===== config.mk =====
export PLATFORM = sky130hd
export DESIGN_NAME = queued_lock_manager_core_flat
export DESIGN_NICKNAME = d
export VERILOG_FILES = /design/src/rtl/core/qlm_pkg.sv /design/src/rtl/core/qlm_req_if.sv /design/src/rtl/core/qlm_rsp_if.sv /design/src/rtl/core/qlm_front.sv /design/src/rtl/core/qlm_queue.sv /design/src/rtl/core/qlm_back.sv /design/src/rtl/core/queued_lock_manager_core.sv /design/src/flat_wrapper.sv
export SDC_FILE = /design/constraint.sdc
export NUM_CORES = 2
export LEC_CHECK = 0
export BUFFER_PORTS_ARGS = -buffer_cell sky130_fd_sc_hd__buf_2
export CELL_PAD_IN_SITES_DETAIL_PLACEMENT = 2
export CELL_PAD_IN_SITES_GLOBAL_PLACEMENT = 2
export CORE_MARGIN = 5
export CORE_UTILIZATION = 42
export CTS_BUF_LIST = sky130_fd_sc_hd__clkbuf_8 sky130_fd_sc_hd__clkbuf_16
export DETAILED_ROUTE_END_ITERATION = 16
export PLACE_DENSITY = 0.77
export SLEW_MARGIN = 10
export SYNTH_ARGS = -nofsm -noshare
export SYNTH_HDL_FRONTEND = slang
export SYNTH_SLANG_ARGS = --single-unit

===== constraint.sdc =====
create_clock -name clk -period 7.4 [get_ports clk]
set_clock_uncertainty 0.1 [all_clocks]
set_input_delay 0.37 -clock clk [delete_from_list [all_inputs] [get_ports clk]]
set_output_delay 0.37 -clock clk [all_outputs]
set_load 0.02 [all_outputs]

===== src/rtl/core/qlm_pkg.sv =====
`timescale 1ns / 1ps
// ----------------------------------------------------------------------------
// qlm_pkg
// Shared types and codes of the queued lock manager.
// ----------------------------------------------------------------------------
package qlm_pkg;

  localparam int ID_W        = 6;
  localparam int FUNC_W      = 2;
  localparam int STATUS_W    = 3;
  localparam int TABLE_DEPTH = 1 << ID_W;

  typedef logic [ID_W-1:0]     id_t;
  typedef logic [FUNC_W-1:0]   func_t;
  typedef logic [STATUS_W-1:0] status_t;

  localparam func_t FUNC_ACQUIRE = 2'd0;
  localparam func_t FUNC_TRY     = 2'd1;
  localparam func_t FUNC_RELEASE = 2'd2;

  localparam status_t ST_GRANTED = 3'd0;
  localparam status_t ST_QUEUED  = 3'd1;
  localparam status_t ST_REFUSED = 3'd2;
  localparam status_t ST_FREED   = 3'd3;
  localparam status_t ST_HANDED  = 3'd4;

  // operation classes passed from the front end to the back end
  typedef enum logic [1:0] {
    OP_ACQUIRE = 2'd0,
    OP_TRY     = 2'd1,
    OP_RELEASE = 2'd2,
    OP_REFUSE  = 2'd3
  } op_t;

  typedef struct packed {
    op_t op;
    id_t lock_id;
    id_t proc_id;
  } req_t;

endpackage


===== src/rtl/core/qlm_req_if.sv =====
`timescale 1ns / 1ps
// ----------------------------------------------------------------------------
// qlm_req_if
// Request channel: one beat carries function, lock and process.
// ----------------------------------------------------------------------------
interface qlm_req_if;
  import qlm_pkg::*;

  logic  valid;
  logic  ready;
  func_t func;
  id_t   lock_id;
  id_t   proc_id;

  modport source(output valid, output func, output lock_id, output proc_id, input ready);
  modport sink(input valid, input func, input lock_id, input proc_id, output ready);

endinterface


===== src/rtl/core/qlm_rsp_if.sv =====
`timescale 1ns / 1ps
// ----------------------------------------------------------------------------
// qlm_rsp_if
// Response channel: one beat carries status, lock and woken process.
// ----------------------------------------------------------------------------
interface qlm_rsp_if;
  import qlm_pkg::*;

  logic    valid;
  logic    ready;
  status_t status;
  id_t     lock_id_out;
  id_t     woken_proc;

  modport source(output valid, output status, output lock_id_out, output woken_proc,
                 input ready);
  modport sink(input valid, input status, input lock_id_out, input woken_proc,
               output ready);

endinterface


===== src/rtl/core/qlm_front.sv =====
`timescale 1ns / 1ps
// ----------------------------------------------------------------------------
// qlm_front
// Accepts request beats and classifies them by function and id range.
// ----------------------------------------------------------------------------
module qlm_front #(
  parameter int NUM_LOCKS = 64,
  parameter int NUM_PROCS = 64
) (
  qlm_req_if.sink         req,
  output logic            push_valid,
  input  logic            push_ready,
  output qlm_pkg::req_t   push_data
);
  import qlm_pkg::*;

  logic in_range;

  assign in_range = (int'(req.lock_id) < NUM_LOCKS) && (int'(req.proc_id) < NUM_PROCS);

  always_comb begin
    push_data.lock_id = req.lock_id;
    push_data.proc_id = req.proc_id;
    push_data.op      = OP_REFUSE;
    if (in_range) begin
      unique case (req.func)
        FUNC_ACQUIRE: push_data.op = OP_ACQUIRE;
        FUNC_TRY:     push_data.op = OP_TRY;
        FUNC_RELEASE: push_data.op = OP_RELEASE;
        default:      push_data.op = OP_REFUSE;
      endcase
    end
  end

  assign push_valid = req.valid;
  assign req.ready  = push_ready;

endmodule


===== src/rtl/core/qlm_queue.sv =====
`timescale 1ns / 1ps
// ----------------------------------------------------------------------------
// qlm_queue
// Two-entry FIFO between front end and back end.
// ----------------------------------------------------------------------------
module qlm_queue (
  input  logic          clk,
  input  logic          rst,
  input  logic          push_valid,
  output logic          push_ready,
  input  qlm_pkg::req_t push_data,
  output logic          pop_valid,
  input  logic          pop_ready,
  output qlm_pkg::req_t pop_data
);
  import qlm_pkg::*;

  req_t       entry [2];
  logic       wr_ptr;
  logic       rd_ptr;
  logic [1:0] count;
  logic       push;
  logic       pop;

  assign push_ready = (count != 2'd2);
  assign pop_valid  = (count != 2'd0);
  assign pop_data   = entry[rd_ptr];
  assign push       = push_valid && push_ready;
  assign pop        = pop_valid && pop_ready;

  always_ff @(posedge clk) begin
    if (push) begin
      entry[wr_ptr] <= push_data;
    end
  end

  always_ff @(posedge clk) begin
    if (rst) begin
      wr_ptr <= 1'b0;
      rd_ptr <= 1'b0;
      count  <= 2'd0;
    end else begin
      if (push) begin
        wr_ptr <= ~wr_ptr;
      end
      if (pop) begin
        rd_ptr <= ~rd_ptr;
      end
      if (push && !pop) begin
        count <= count + 2'd1;
      end else if (pop && !push) begin
        count <= count - 2'd1;
      end
    end
  end

endmodule


===== src/rtl/core/qlm_back.sv =====
`timescale 1ns / 1ps
// ----------------------------------------------------------------------------
// qlm_back
// Executes classified requests against the lock table and wait lists.
// ----------------------------------------------------------------------------
module qlm_back (
  input  logic          clk,
  input  logic          rst,
  input  logic          pop_valid,
  output logic          pop_ready,
  input  qlm_pkg::req_t pop_data,
  qlm_rsp_if.source     rsp
);
  import qlm_pkg::*;

  typedef enum logic [3:0] {
    S_IDLE = 4'b0001,
    S_TAIL = 4'b0010,
    S_HEAD = 4'b0100,
    S_LINK = 4'b1000
  } state_t;

  state_t state;
  state_t state_next;
  req_t   cur;
  id_t    woke;

  // per-lock and per-process flags
  logic [TABLE_DEPTH-1:0] held;
  logic [TABLE_DEPTH-1:0] qvalid;
  logic [TABLE_DEPTH-1:0] waiting;
  logic [TABLE_DEPTH-1:0] link_valid;

  // wait-list memories
  id_t head_mem [TABLE_DEPTH];
  id_t tail_mem [TABLE_DEPTH];
  id_t link_mem [TABLE_DEPTH];
  id_t head_rd;
  id_t tail_rd;
  id_t link_rd;

  logic    out_valid;
  status_t out_status;
  id_t     out_lock;
  id_t     out_woken;

  logic    out_free;
  logic    take;
  id_t     lk;
  id_t     pr;
  logic    done;
  status_t st;
  id_t     woken;
  logic    held_set, held_clr;
  logic    qv_set, qv_clr;
  logic    wait_set, wait_clr;
  logic    lv_set, lv_clr;
  logic    head_we, tail_we, link_we;
  logic    head_re, tail_re, link_re;
  id_t     head_wd;
  logic    woke_load;

  assign out_free  = !out_valid || rsp.ready;
  assign pop_ready = (state == S_IDLE) && out_free;
  assign take      = pop_ready && pop_valid;
  assign lk        = (state == S_IDLE) ? pop_data.lock_id : cur.lock_id;
  assign pr        = (state == S_IDLE) ? pop_data.proc_id : cur.proc_id;

  always_comb begin
    state_next = state;
    done       = 1'b0;
    st         = ST_REFUSED;
    woken      = '0;
    held_set   = 1'b0;
    held_clr   = 1'b0;
    qv_set     = 1'b0;
    qv_clr     = 1'b0;
    wait_set   = 1'b0;
    wait_clr   = 1'b0;
    lv_set     = 1'b0;
    lv_clr     = 1'b0;
    head_we    = 1'b0;
    tail_we    = 1'b0;
    link_we    = 1'b0;
    head_re    = 1'b0;
    tail_re    = 1'b0;
    link_re    = 1'b0;
    head_wd    = pr;
    woke_load  = 1'b0;
    unique case (state)
      S_IDLE: begin
        if (take) begin
          unique case (pop_data.op)
            OP_TRY: begin
              done = 1'b1;
              if (!held[lk]) begin
                held_set = 1'b1;
                st       = ST_GRANTED;
              end
            end
            OP_ACQUIRE: begin
              if (waiting[pr]) begin
                done = 1'b1;
              end else if (!held[lk]) begin
                done     = 1'b1;
                held_set = 1'b1;
                st       = ST_GRANTED;
              end else if (!qvalid[lk]) begin
                done     = 1'b1;
                head_we  = 1'b1;
                tail_we  = 1'b1;
                qv_set   = 1'b1;
                wait_set = 1'b1;
                st       = ST_QUEUED;
              end else begin
                tail_re    = 1'b1;
                state_next = S_TAIL;
              end
            end
            OP_RELEASE: begin
              if (qvalid[lk]) begin
                head_re    = 1'b1;
                state_next = S_HEAD;
              end else begin
                done     = 1'b1;
                held_clr = 1'b1;
                st       = ST_FREED;
              end
            end
            default: done = 1'b1;
          endcase
        end
      end
      S_TAIL: begin
        done       = 1'b1;
        link_we    = 1'b1;
        lv_set     = 1'b1;
        tail_we    = 1'b1;
        wait_set   = 1'b1;
        st         = ST_QUEUED;
        state_next = S_IDLE;
      end
      S_HEAD: begin
        woke_load = 1'b1;
        if (link_valid[head_rd]) begin
          link_re    = 1'b1;
          state_next = S_LINK;
        end else begin
          done       = 1'b1;
          qv_clr     = 1'b1;
          wait_clr   = 1'b1;
          held_set   = 1'b1;
          woken      = head_rd;
          st         = ST_HANDED;
          state_next = S_IDLE;
        end
      end
      S_LINK: begin
        done       = 1'b1;
        head_we    = 1'b1;
        head_wd    = link_rd;
        wait_clr   = 1'b1;
        lv_clr     = 1'b1;
        held_set   = 1'b1;
        woken      = woke;
        st         = ST_HANDED;
        state_next = S_IDLE;
      end
      default: state_next = S_IDLE;
    endcase
  end

  always_ff @(posedge clk) begin
    if (head_we) begin
      head_mem[lk] <= head_wd;
    end
    if (head_re) begin
      head_rd <= head_mem[lk];
    end
  end

  always_ff @(posedge clk) begin
    if (tail_we) begin
      tail_mem[lk] <= pr;
    end
    if (tail_re) begin
      tail_rd <= tail_mem[lk];
    end
  end

  always_ff @(posedge clk) begin
    if (link_we) begin
      link_mem[tail_rd] <= pr;
    end
    if (link_re) begin
      link_rd <= link_mem[head_rd];
    end
  end

  always_ff @(posedge clk) begin
    if (take) begin
      cur <= pop_data;
    end
    if (woke_load) begin
      woke <= head_rd;
    end
    if (done) begin
      out_status <= st;
      out_lock   <= lk;
      out_woken  <= woken;
    end
  end

  always_ff @(posedge clk) begin
    if (rst) begin
      state      <= S_IDLE;
      out_valid  <= 1'b0;
      held       <= '0;
      qvalid     <= '0;
      waiting    <= '0;
      link_valid <= '0;
    end else begin
      state <= state_next;
      if (done) begin
        out_valid <= 1'b1;
      end else if (rsp.ready) begin
        out_valid <= 1'b0;
      end
      if (held_set) begin
        held[lk] <= 1'b1;
      end
      if (held_clr) begin
        held[lk] <= 1'b0;
      end
      if (qv_set) begin
        qvalid[lk] <= 1'b1;
      end
      if (qv_clr) begin
        qvalid[lk] <= 1'b0;
      end
      if (wait_set) begin
        waiting[pr] <= 1'b1;
      end
      if (wait_clr) begin
        waiting[woken] <= 1'b0;
      end
      if (lv_set) begin
        link_valid[tail_rd] <= 1'b1;
      end
      if (lv_clr) begin
        link_valid[woken] <= 1'b0;
      end
    end
  end

  assign rsp.valid       = out_valid;
  assign rsp.status      = out_status;
  assign rsp.lock_id_out = out_lock;
  assign rsp.woken_proc  = out_woken;

endmodule


===== src/rtl/core/queued_lock_manager_core.sv =====
`timescale 1ns / 1ps
// ----------------------------------------------------------------------------
// queued_lock_manager_core
// Table of FIFO-queued mutexes with acquire, try-acquire and release.
// ----------------------------------------------------------------------------
// Each request beat gives one response beat, in order. A grant, refusal,
// free or first waiter completes in the idle state of the back end;
// queuing behind an existing waiter adds a tail read; a handoff adds a head
// read and a link read if the woken waiter has a successor. The wait lists
// live in three 64-entry single-port memories (head, tail, next link);
// lock, queue and waiting flags are flops cleared by reset, so no clearing
// pass is needed. A two-beat queue decouples request intake from execution.
// ----------------------------------------------------------------------------
module queued_lock_manager_core #(
  parameter int NUM_LOCKS = 64,
  parameter int NUM_PROCS = 64
) (
  input logic       clk,
  input logic       rst,
  qlm_req_if.sink   req,
  qlm_rsp_if.source rsp
);
  import qlm_pkg::*;

  logic push_valid;
  logic push_ready;
  req_t push_data;
  logic pop_valid;
  logic pop_ready;
  req_t pop_data;

  qlm_front #(
    .NUM_LOCKS(NUM_LOCKS),
    .NUM_PROCS(NUM_PROCS)
  ) u_front (
    .req       (req),
    .push_valid(push_valid),
    .push_ready(push_ready),
    .push_data (push_data)
  );

  qlm_queue u_queue (
    .clk       (clk),
    .rst       (rst),
    .push_valid(push_valid),
    .push_ready(push_ready),
    .push_data (push_data),
    .pop_valid (pop_valid),
    .pop_ready (pop_ready),
    .pop_data  (pop_data)
  );

  qlm_back u_back (
    .clk      (clk),
    .rst      (rst),
    .pop_valid(pop_valid),
    .pop_ready(pop_ready),
    .pop_data (pop_data),
    .rsp      (rsp)
  );

endmodule

===== src/flat_wrapper.sv =====
// flat-port wrapper written by rule: the top's interface ports become plain ports
module queued_lock_manager_core_flat import qlm_pkg::*;
#(
  parameter int NUM_LOCKS = 64,
  parameter int NUM_PROCS = 64
)
  (clk, rst, req_valid, req_func, req_lock_id, req_proc_id, req_ready, rsp_valid, rsp_status, rsp_lock_id_out, rsp_woken_proc, rsp_ready);
  qlm_req_if req_i ();
  qlm_rsp_if rsp_i ();
  input logic clk;
  input logic rst;
  input wire logic [$bits(req_i.valid)-1:0] req_valid;
  input wire logic [$bits(req_i.func)-1:0] req_func;
  input wire logic [$bits(req_i.lock_id)-1:0] req_lock_id;
  input wire logic [$bits(req_i.proc_id)-1:0] req_proc_id;
  output wire logic [$bits(req_i.ready)-1:0] req_ready;
  output wire logic [$bits(rsp_i.valid)-1:0] rsp_valid;
  output wire logic [$bits(rsp_i.status)-1:0] rsp_status;
  output wire logic [$bits(rsp_i.lock_id_out)-1:0] rsp_lock_id_out;
  output wire logic [$bits(rsp_i.woken_proc)-1:0] rsp_woken_proc;
  input wire logic [$bits(rsp_i.ready)-1:0] rsp_ready;
  assign req_i.valid = req_valid;
  assign req_i.func = req_func;
  assign req_i.lock_id = req_lock_id;
  assign req_i.proc_id = req_proc_id;
  assign req_ready = req_i.ready;
  assign rsp_valid = rsp_i.valid;
  assign rsp_status = rsp_i.status;
  assign rsp_lock_id_out = rsp_i.lock_id_out;
  assign rsp_woken_proc = rsp_i.woken_proc;
  assign rsp_i.ready = rsp_ready;
  queued_lock_manager_core #(.NUM_LOCKS(NUM_LOCKS), .NUM_PROCS(NUM_PROCS)) u_core (.clk(clk), .rst(rst), .req(req_i), .rsp(rsp_i));
endmodule

Yosys cells after proc, flatten, opt, wreduce, memory -nomap -nowiden. Memories as Yosys holds them, arrays and structs flattened. A register that Yosys moved wholly into a read port is not among the register bits. Index checks and enable logic that the tools add are counted.

Bits in registers: 298. Memory bits (writable): 1180. Bits of input ports: 18. Output and inout bits: 17. Word-level logic and storage cells: 180. Memories: 4.

$add $sub $neg: 2. Order comparisons: 9. Eq/ne operators: 15. Multiplexer cells: 103. Bitwise operators: 12. Reductions and logical operators: 20.

Memory list: u_core.u_back.head_mem (depth 64, width 6, read ports 1, clocked after Yosys merged registers in 1, write ports 1, line qlm_back.sv:35) `id_t head_mem [TABLE_DEPTH];`; u_core.u_back.link_mem (depth 64, width 6, read ports 1, clocked after Yosys merged registers in 1, write ports 1, line qlm_back.sv:37) `id_t link_mem [TABLE_DEPTH];`; u_core.u_back.tail_mem (depth 64, width 6, read ports 1, clocked after Yosys merged registers in 1, write ports 1, line qlm_back.sv:36) `id_t tail_mem [TABLE_DEPTH];`; u_core.u_queue.entry (depth 2, width 14, read ports 1, clocked after Yosys merged registers in 1, write ports 1, line qlm_queue.sv:18) `req_t entry [2];`.

Operators with widths (count): 64-bit 2-to-1 mux (12); 64-bit bitwise AND (4); 64-bit bitwise OR (4); 64-bit inverter (2); 1-bit 2-to-1 mux (52); 6-bit by 7-bit less-than comparator with 1-bit output (second input constant) (5); 1-bit binary-select mux with 6-bit select (4); 1-bit demux with 6-bit select (4); 6-bit by 1-bit greater-or-equal comparator with 1-bit output (second input constant) (4); 4-bit 2-to-1 mux (6); 6-bit 2-to-1 mux (4); 4-bit case mux with 2 select lines (2); 2-bit 2-to-1 mux (7); 3-bit inequality test (second input constant) (4); 2-bit case mux with 3 select lines (2); 3-bit case mux with 4 select lines (1); 6-bit case mux with 2 select lines (1); 1-bit case mux with 2 select lines (5); 1-bit logical AND (9); 1-bit case mux with 3 select lines (2); 6-bit AND reduction (1); 2-bit nonzero test (3); 2-bit by 1-bit equality test with 1-bit output (second input constant) (2); 2-bit equality test (second input constant) (2); other kinds (15) (19).

Logic depth before layout (Yosys ltp).
Depth in word-level cells: 14. Gate-level depth with buffers: 16. Mapped depth without buffers: 12.

By module. A second synthesis with hierarchy kept.

Cells, all modules: 4201. Area, all modules: 60546.8 um^2.

By module, submodules not included: qlm_back (instances 1, cells each 4118, area an instance 59208.0 um^2); qlm_queue (instances 1, cells each 67, area an instance 1226.2 um^2); qlm_front (instances 1, cells each 16, area an instance 112.6 um^2).

Least setup slack after synthesis. Ideal clock, no wire load.

Path type: reg2reg. From: reg u_core.u_back.state[0]. To: mem u_core.u_back.head_mem[0][5] (netlist name) (data pin). Library setup time: 0.291 ns. Arrival: 7.494 ns. Required time: 7.009 ns. Setup slack: -0.485 ns. Cell stages (with the launch flop): 8. Buffers on the path: 4. Period minus slack after synthesis: 7.885 ns. Cells stage by stage: dfxtp_1 nor4b_2 buf_4 buf_2 buf_2 buf_2 o21ai_0 mux2_2.

Longest elaborated chain between the ends: 3. Elaborated cells on any way between the ends: 4.

Ends and longest elaborated chain: from (decl) (line qlm_back.sv:23) `state_t state;`; from (signal assigned) (line qlm_back.sv:223) `state <= state_next;`; 4-bit by 1-bit equality test with 1-bit output (line qlm_back.sv:67) `assign pr = (state == S_IDLE) ? pop_data.proc_id : cur.proc_id;`; 6-bit 2-to-1 mux (line qlm_back.sv:67); named net u_core.u_back.pr[5] (line qlm_back.sv:50) `id_t pr;`; 6-bit 2-to-1 mux (line qlm_back.sv:90) `unique case (state)`; named net u_core.u_back.head_wd[5] (line qlm_back.sv:60) `id_t head_wd;`; to (decl) (line qlm_back.sv:35).

The timed path passes the listed nets, and every way through them passes these cells.

==> results.py <==
metrics = {
    "status": {
        "outcome": "completed",
    },
    "global_routing": {
        "grt_overflow_total": 0,
        "grt.total_usage": 0.316,
        "grt_first_pass_wirelength_mm": 348,
        "busiest_layer": "met2",
        "gr-usage-met2": 0.515,
        "grt_antenna_before_repair": 9,
        "grt_pass1_vias": 44982,
        "grt_use_met1": 0.393,
        "grt_use_met3": 0.0608,
        "grt_max_degree": 130,
    },
    "clock_network": {
        "hold_buffers": 16,
        "worstSkewPairLatency_ns": 0.82,
        "cts_root_buf": "clkbuf_16",
        "cts_max_level": 4,
        "clkTransAtPathRegs_ns": 0.06,
        "cts_sinks": 1497,
        "cts_made_buffers": 158,
        "cts.path.max_buffers": 3,
        "cts_resized": 0,
        "post-cts-setup-buffers": 0,
        "cts_tree": "built",
    },
    "job": {
        "maxCapViolations": 0,
    },
    "route": {
        "vias": 42867,
        "ant_nets": 0,
        "viasPerCell": 6.89,
        "drc_errors": 0,
        "avgRoutedWirePerCell_um": 39.4,
        "first_pass_iters": 6,
        "drt_iter0_drc": 5932,
        "drt_wl_total_mm": 245,
    },
    "power_and_ir_drop": {
        "combPwrFrac": 0.322,
        "p_int_uw": 17000,
        "clockPowerShare": 0.288,
        "sw_frac_of_total": 0.384,
        "ir_drop_mv": 0.270,
        "power.switching_uw": 10600,
        "powerDensity_nw_per_um2": 402,
        "leakage_uw": 0.0218,
        "share_seq_of_total_power": 0.391,
    },
    "logic_synthesis": {
        "async_reset_ff_frac": 0,
        "yosys.cell_count.top_type": "edfxtp_1",
        "synth_top_cell_by_area": "edfxtp_1",
        "yosysSeqAreaShare": 0.693,
        "yosys-top-cells-count": "edfxtp_1 (1231), nor2_1 (372), nand2_1 (299)",
        "netlist_top_cells_area": "edfxtp_1 (61%), dfxtp_1 (8.7%), mux4_2 (5.3%)",
        "yosysWarnings": 0,
        "synth-edff-count": 1231,
        "avgSynthCellArea_sq_um": 14.6,
        "synth_top_area_share": 0.606,
        "synth_cell_types": 89,
        "netlist_instances": 4192,
        "synth_fp_nets": 4211,
        "synth_area_sq_um": 61000,
        "synth_seq_cells": 1497,
        "synth_flop_cell": "edfxtp_1",
    },
    "critical_path": {
        "cp_max_fo": 65,
        "end_kind": "flop",
        "crit_type": "flop to flop",
        "start_kind": "flop",
        "worst_ep_required_time_ns": 7.71,
        "arrival_ns": 6.84,
        "ff2ff_setup_slack_ns": 0.88,
    },
    "place": {
        "port_buffers": 34,
        "dp_cells": 5920,
        "postPlaceCellArea_sq_um": 63500,
        "hpwlAfterDp_mm": 153,
        "place.gp.congestion": 0.900,
    },
    "final_layout": {
        "syn_to_final_growth_pct": 12.7,
        "fin_nets": 4212,
        "final_util": 0.477,
        "multi_input_area_sq_um": 17200,
        "fin_area_sq_um": 68800,
        "n_antenna_cell": 0,
        "regArea_sq_um": 42300,
        "final.fill_count": 13238,
        "fin_cells": 6224,
        "drive_gt1_frac": 0.171,
    },
    "sta": {
        "tns_ns": 0,
        "worstMarginPinSlew_ns": 1.20,
        "maxSlewViolCount": 0,
        "final_hold_viol_count": 0,
        "min_period_ns": 6.52,
        "setup_violations": 0,
        "max_freq_mhz": 153,
        "rsz0062_at_grt": "false",
        "timing.final.crit_share": 0.882,
        "slew_headroom": 0.192,
    },
    "floorplanning": {
        "die_h_um": 391,
        "die_x_um": 391,
        "placementRows": 139,
        "core_area_sq_um": 144000,
        "die-area_sq_um": 153000,
        "ioPinCount": 35,
        "start_util": 0.424,
    },
    "min_path": {
        "hp-class": "input pin to flop",
    },
}
-- cell families after synthesis --
| logic type | count (synthesis) | synth area share |
|---|---|---|
| flops | 1497 | 0.693 |
| compound gates | 1145 | 0.146 |
| simple gates | 883 | 0.0629 |
| buf+inv | 434 | 0.0292 |
| mux | 228 | 0.0678 |
| xor+xnor | 4 | 0.000574 |
| fa+ha+maj | 1 | 0.000205 |
-- area by class of cell --
cell class                 count  share of cell area
timing repair buffer         175              0.0202
inverter                     100             0.00564
tap                         1903              0.0346
clock inverter               109              0.0115
sequential                  1497               0.615
multi-input combinational   2261               0.251
clock buffer                 179              0.0622
-- cells in the final DEF, fill, tap and decap left out, types with 12 or more instances in the layout --
| master | synthesis | final |
|---|---|---|
| o21ai_1 | 47 | 47 |
| a31o_2 | 12 | 12 |
| a31oi_1 | 83 | 83 |
| nand3_1 | 40 | 40 |
| a22oi_1 | 135 | 135 |
| mux2i_1 | 65 | 63 |
| o211ai_1 | 13 | 13 |
| nor4_1 | 15 | 15 |
| a311oi_1 | 15 | 15 |
| dfxtp_1 | 266 | 266 |
| o21a_1 | 13 | 13 |
| mux2_2 | 15 | 15 |
| clkinv_1 | 3 | 15 |
| a211oi_1 | 33 | 32 |
| edfxtp_1 | 1231 | 1231 |
| inv_1 | 97 | 136 |
| clkinv_2 | 0 | 27 |
| o41ai_2 | 63 | 63 |
| buf_4 | 9 | 116 |
| nor3_1 | 42 | 40 |
| nand4_1 | 13 | 13 |
| a22o_1 | 66 | 66 |
| nor2_1 | 372 | 355 |
| a221oi_1 | 126 | 126 |
| clkbuf_16 | 0 | 161 |
| a222oi_1 | 62 | 62 |
| and3_1 | 16 | 16 |
| o22ai_1 | 29 | 29 |
| mux4_2 | 144 | 144 |
| o221a_2 | 49 | 49 |
| dlygate4sd3_1 | 0 | 16 |
| and2_1 | 12 | 12 |
| a21oi_1 | 196 | 193 |
| buf_2 | 36 | 33 |
| nand2_1 | 299 | 297 |
| o21ai_0 | 109 | 104 |
| clkbuf_8 | 0 | 18 |
-- worst paths after layout --
| path | start | endpoint | cells past startpoint |
|---|---|---|---|
| worst min register to register | u_core.u_back.waiting[0] | u_core.u_back.waiting[0] | 2 |
| worst max register to register | flop | u_core.u_back.tail_mem[54][1] | 14 |
| worst max-delay path | flop | u_core.u_back.tail_mem[54][1] | 14 |
| worst min-delay path | req_proc_id[1] | u_core.u_queue.entry[0][1] | 2 |
-- critical path: stages (launching register included) --
cell and delay (ns):
dfxtp_1 0.45, buf_4 0.47, mux2i_1 0.33, inv_1 0.17
mux2i_1 0.50, inv_1 0.29, nor2_1 0.30, nand2_1 0.44
nor4_1 0.66, a2111oi_0 0.20, and4_1 0.43, nor4_4 0.56
nor2_4 0.07, buf_12 0.22, nor2_1 0.80
-- sequential cells by signal, summed over array words and instances (netlist names), 12 cells and up, named ones only --
| signal | count |
|---|---|
| u_core.u_back.link_mem | 384 |
| u_core.u_back.tail_mem | 384 |
| u_core.u_back.held | 18 |
| u_core.u_back.waiting | 64 |
| u_core.u_back.qvalid | 64 |
| u_core.u_back.link_valid | 64 |
| u_core.u_queue.entry | 28 |
| u_core.u_back.cur | 12 |
| u_core.u_back.head_mem | 384 |
-- per-stage QoR --
stage	setup WS, ns	total power [uW]	hold WS (ns)
floorplan	1.60	15300	0.317
global placement	1.75	19000	0.336
detailed placement	1.46	19400	0.336
CTS	1.21	27300	0.161
global route	0.868	28200	0.181
finish	0.877	27600	0.202
-- per-layer routing --
layer	wire length (um)	vias to the layer above	part of all wire
met5	117	-	0.00048
met4	17000	6	0.069
met3	21100	772	0.086
met2	117000	2791	0.48
met1	90300	22559	0.37
li1	-	16739	-
-- power groups by stage --
stage	sequential, uW	clock, uW	combinational [uW]
global route	10800	8410	8980
global placement	10900	0	8080
CTS	10800	7980	8600
detailed placement	10900	0	8470
floorplan	11000	0	4340
finish	10800	7950	8880
Power figures use the tool's default switching activity.
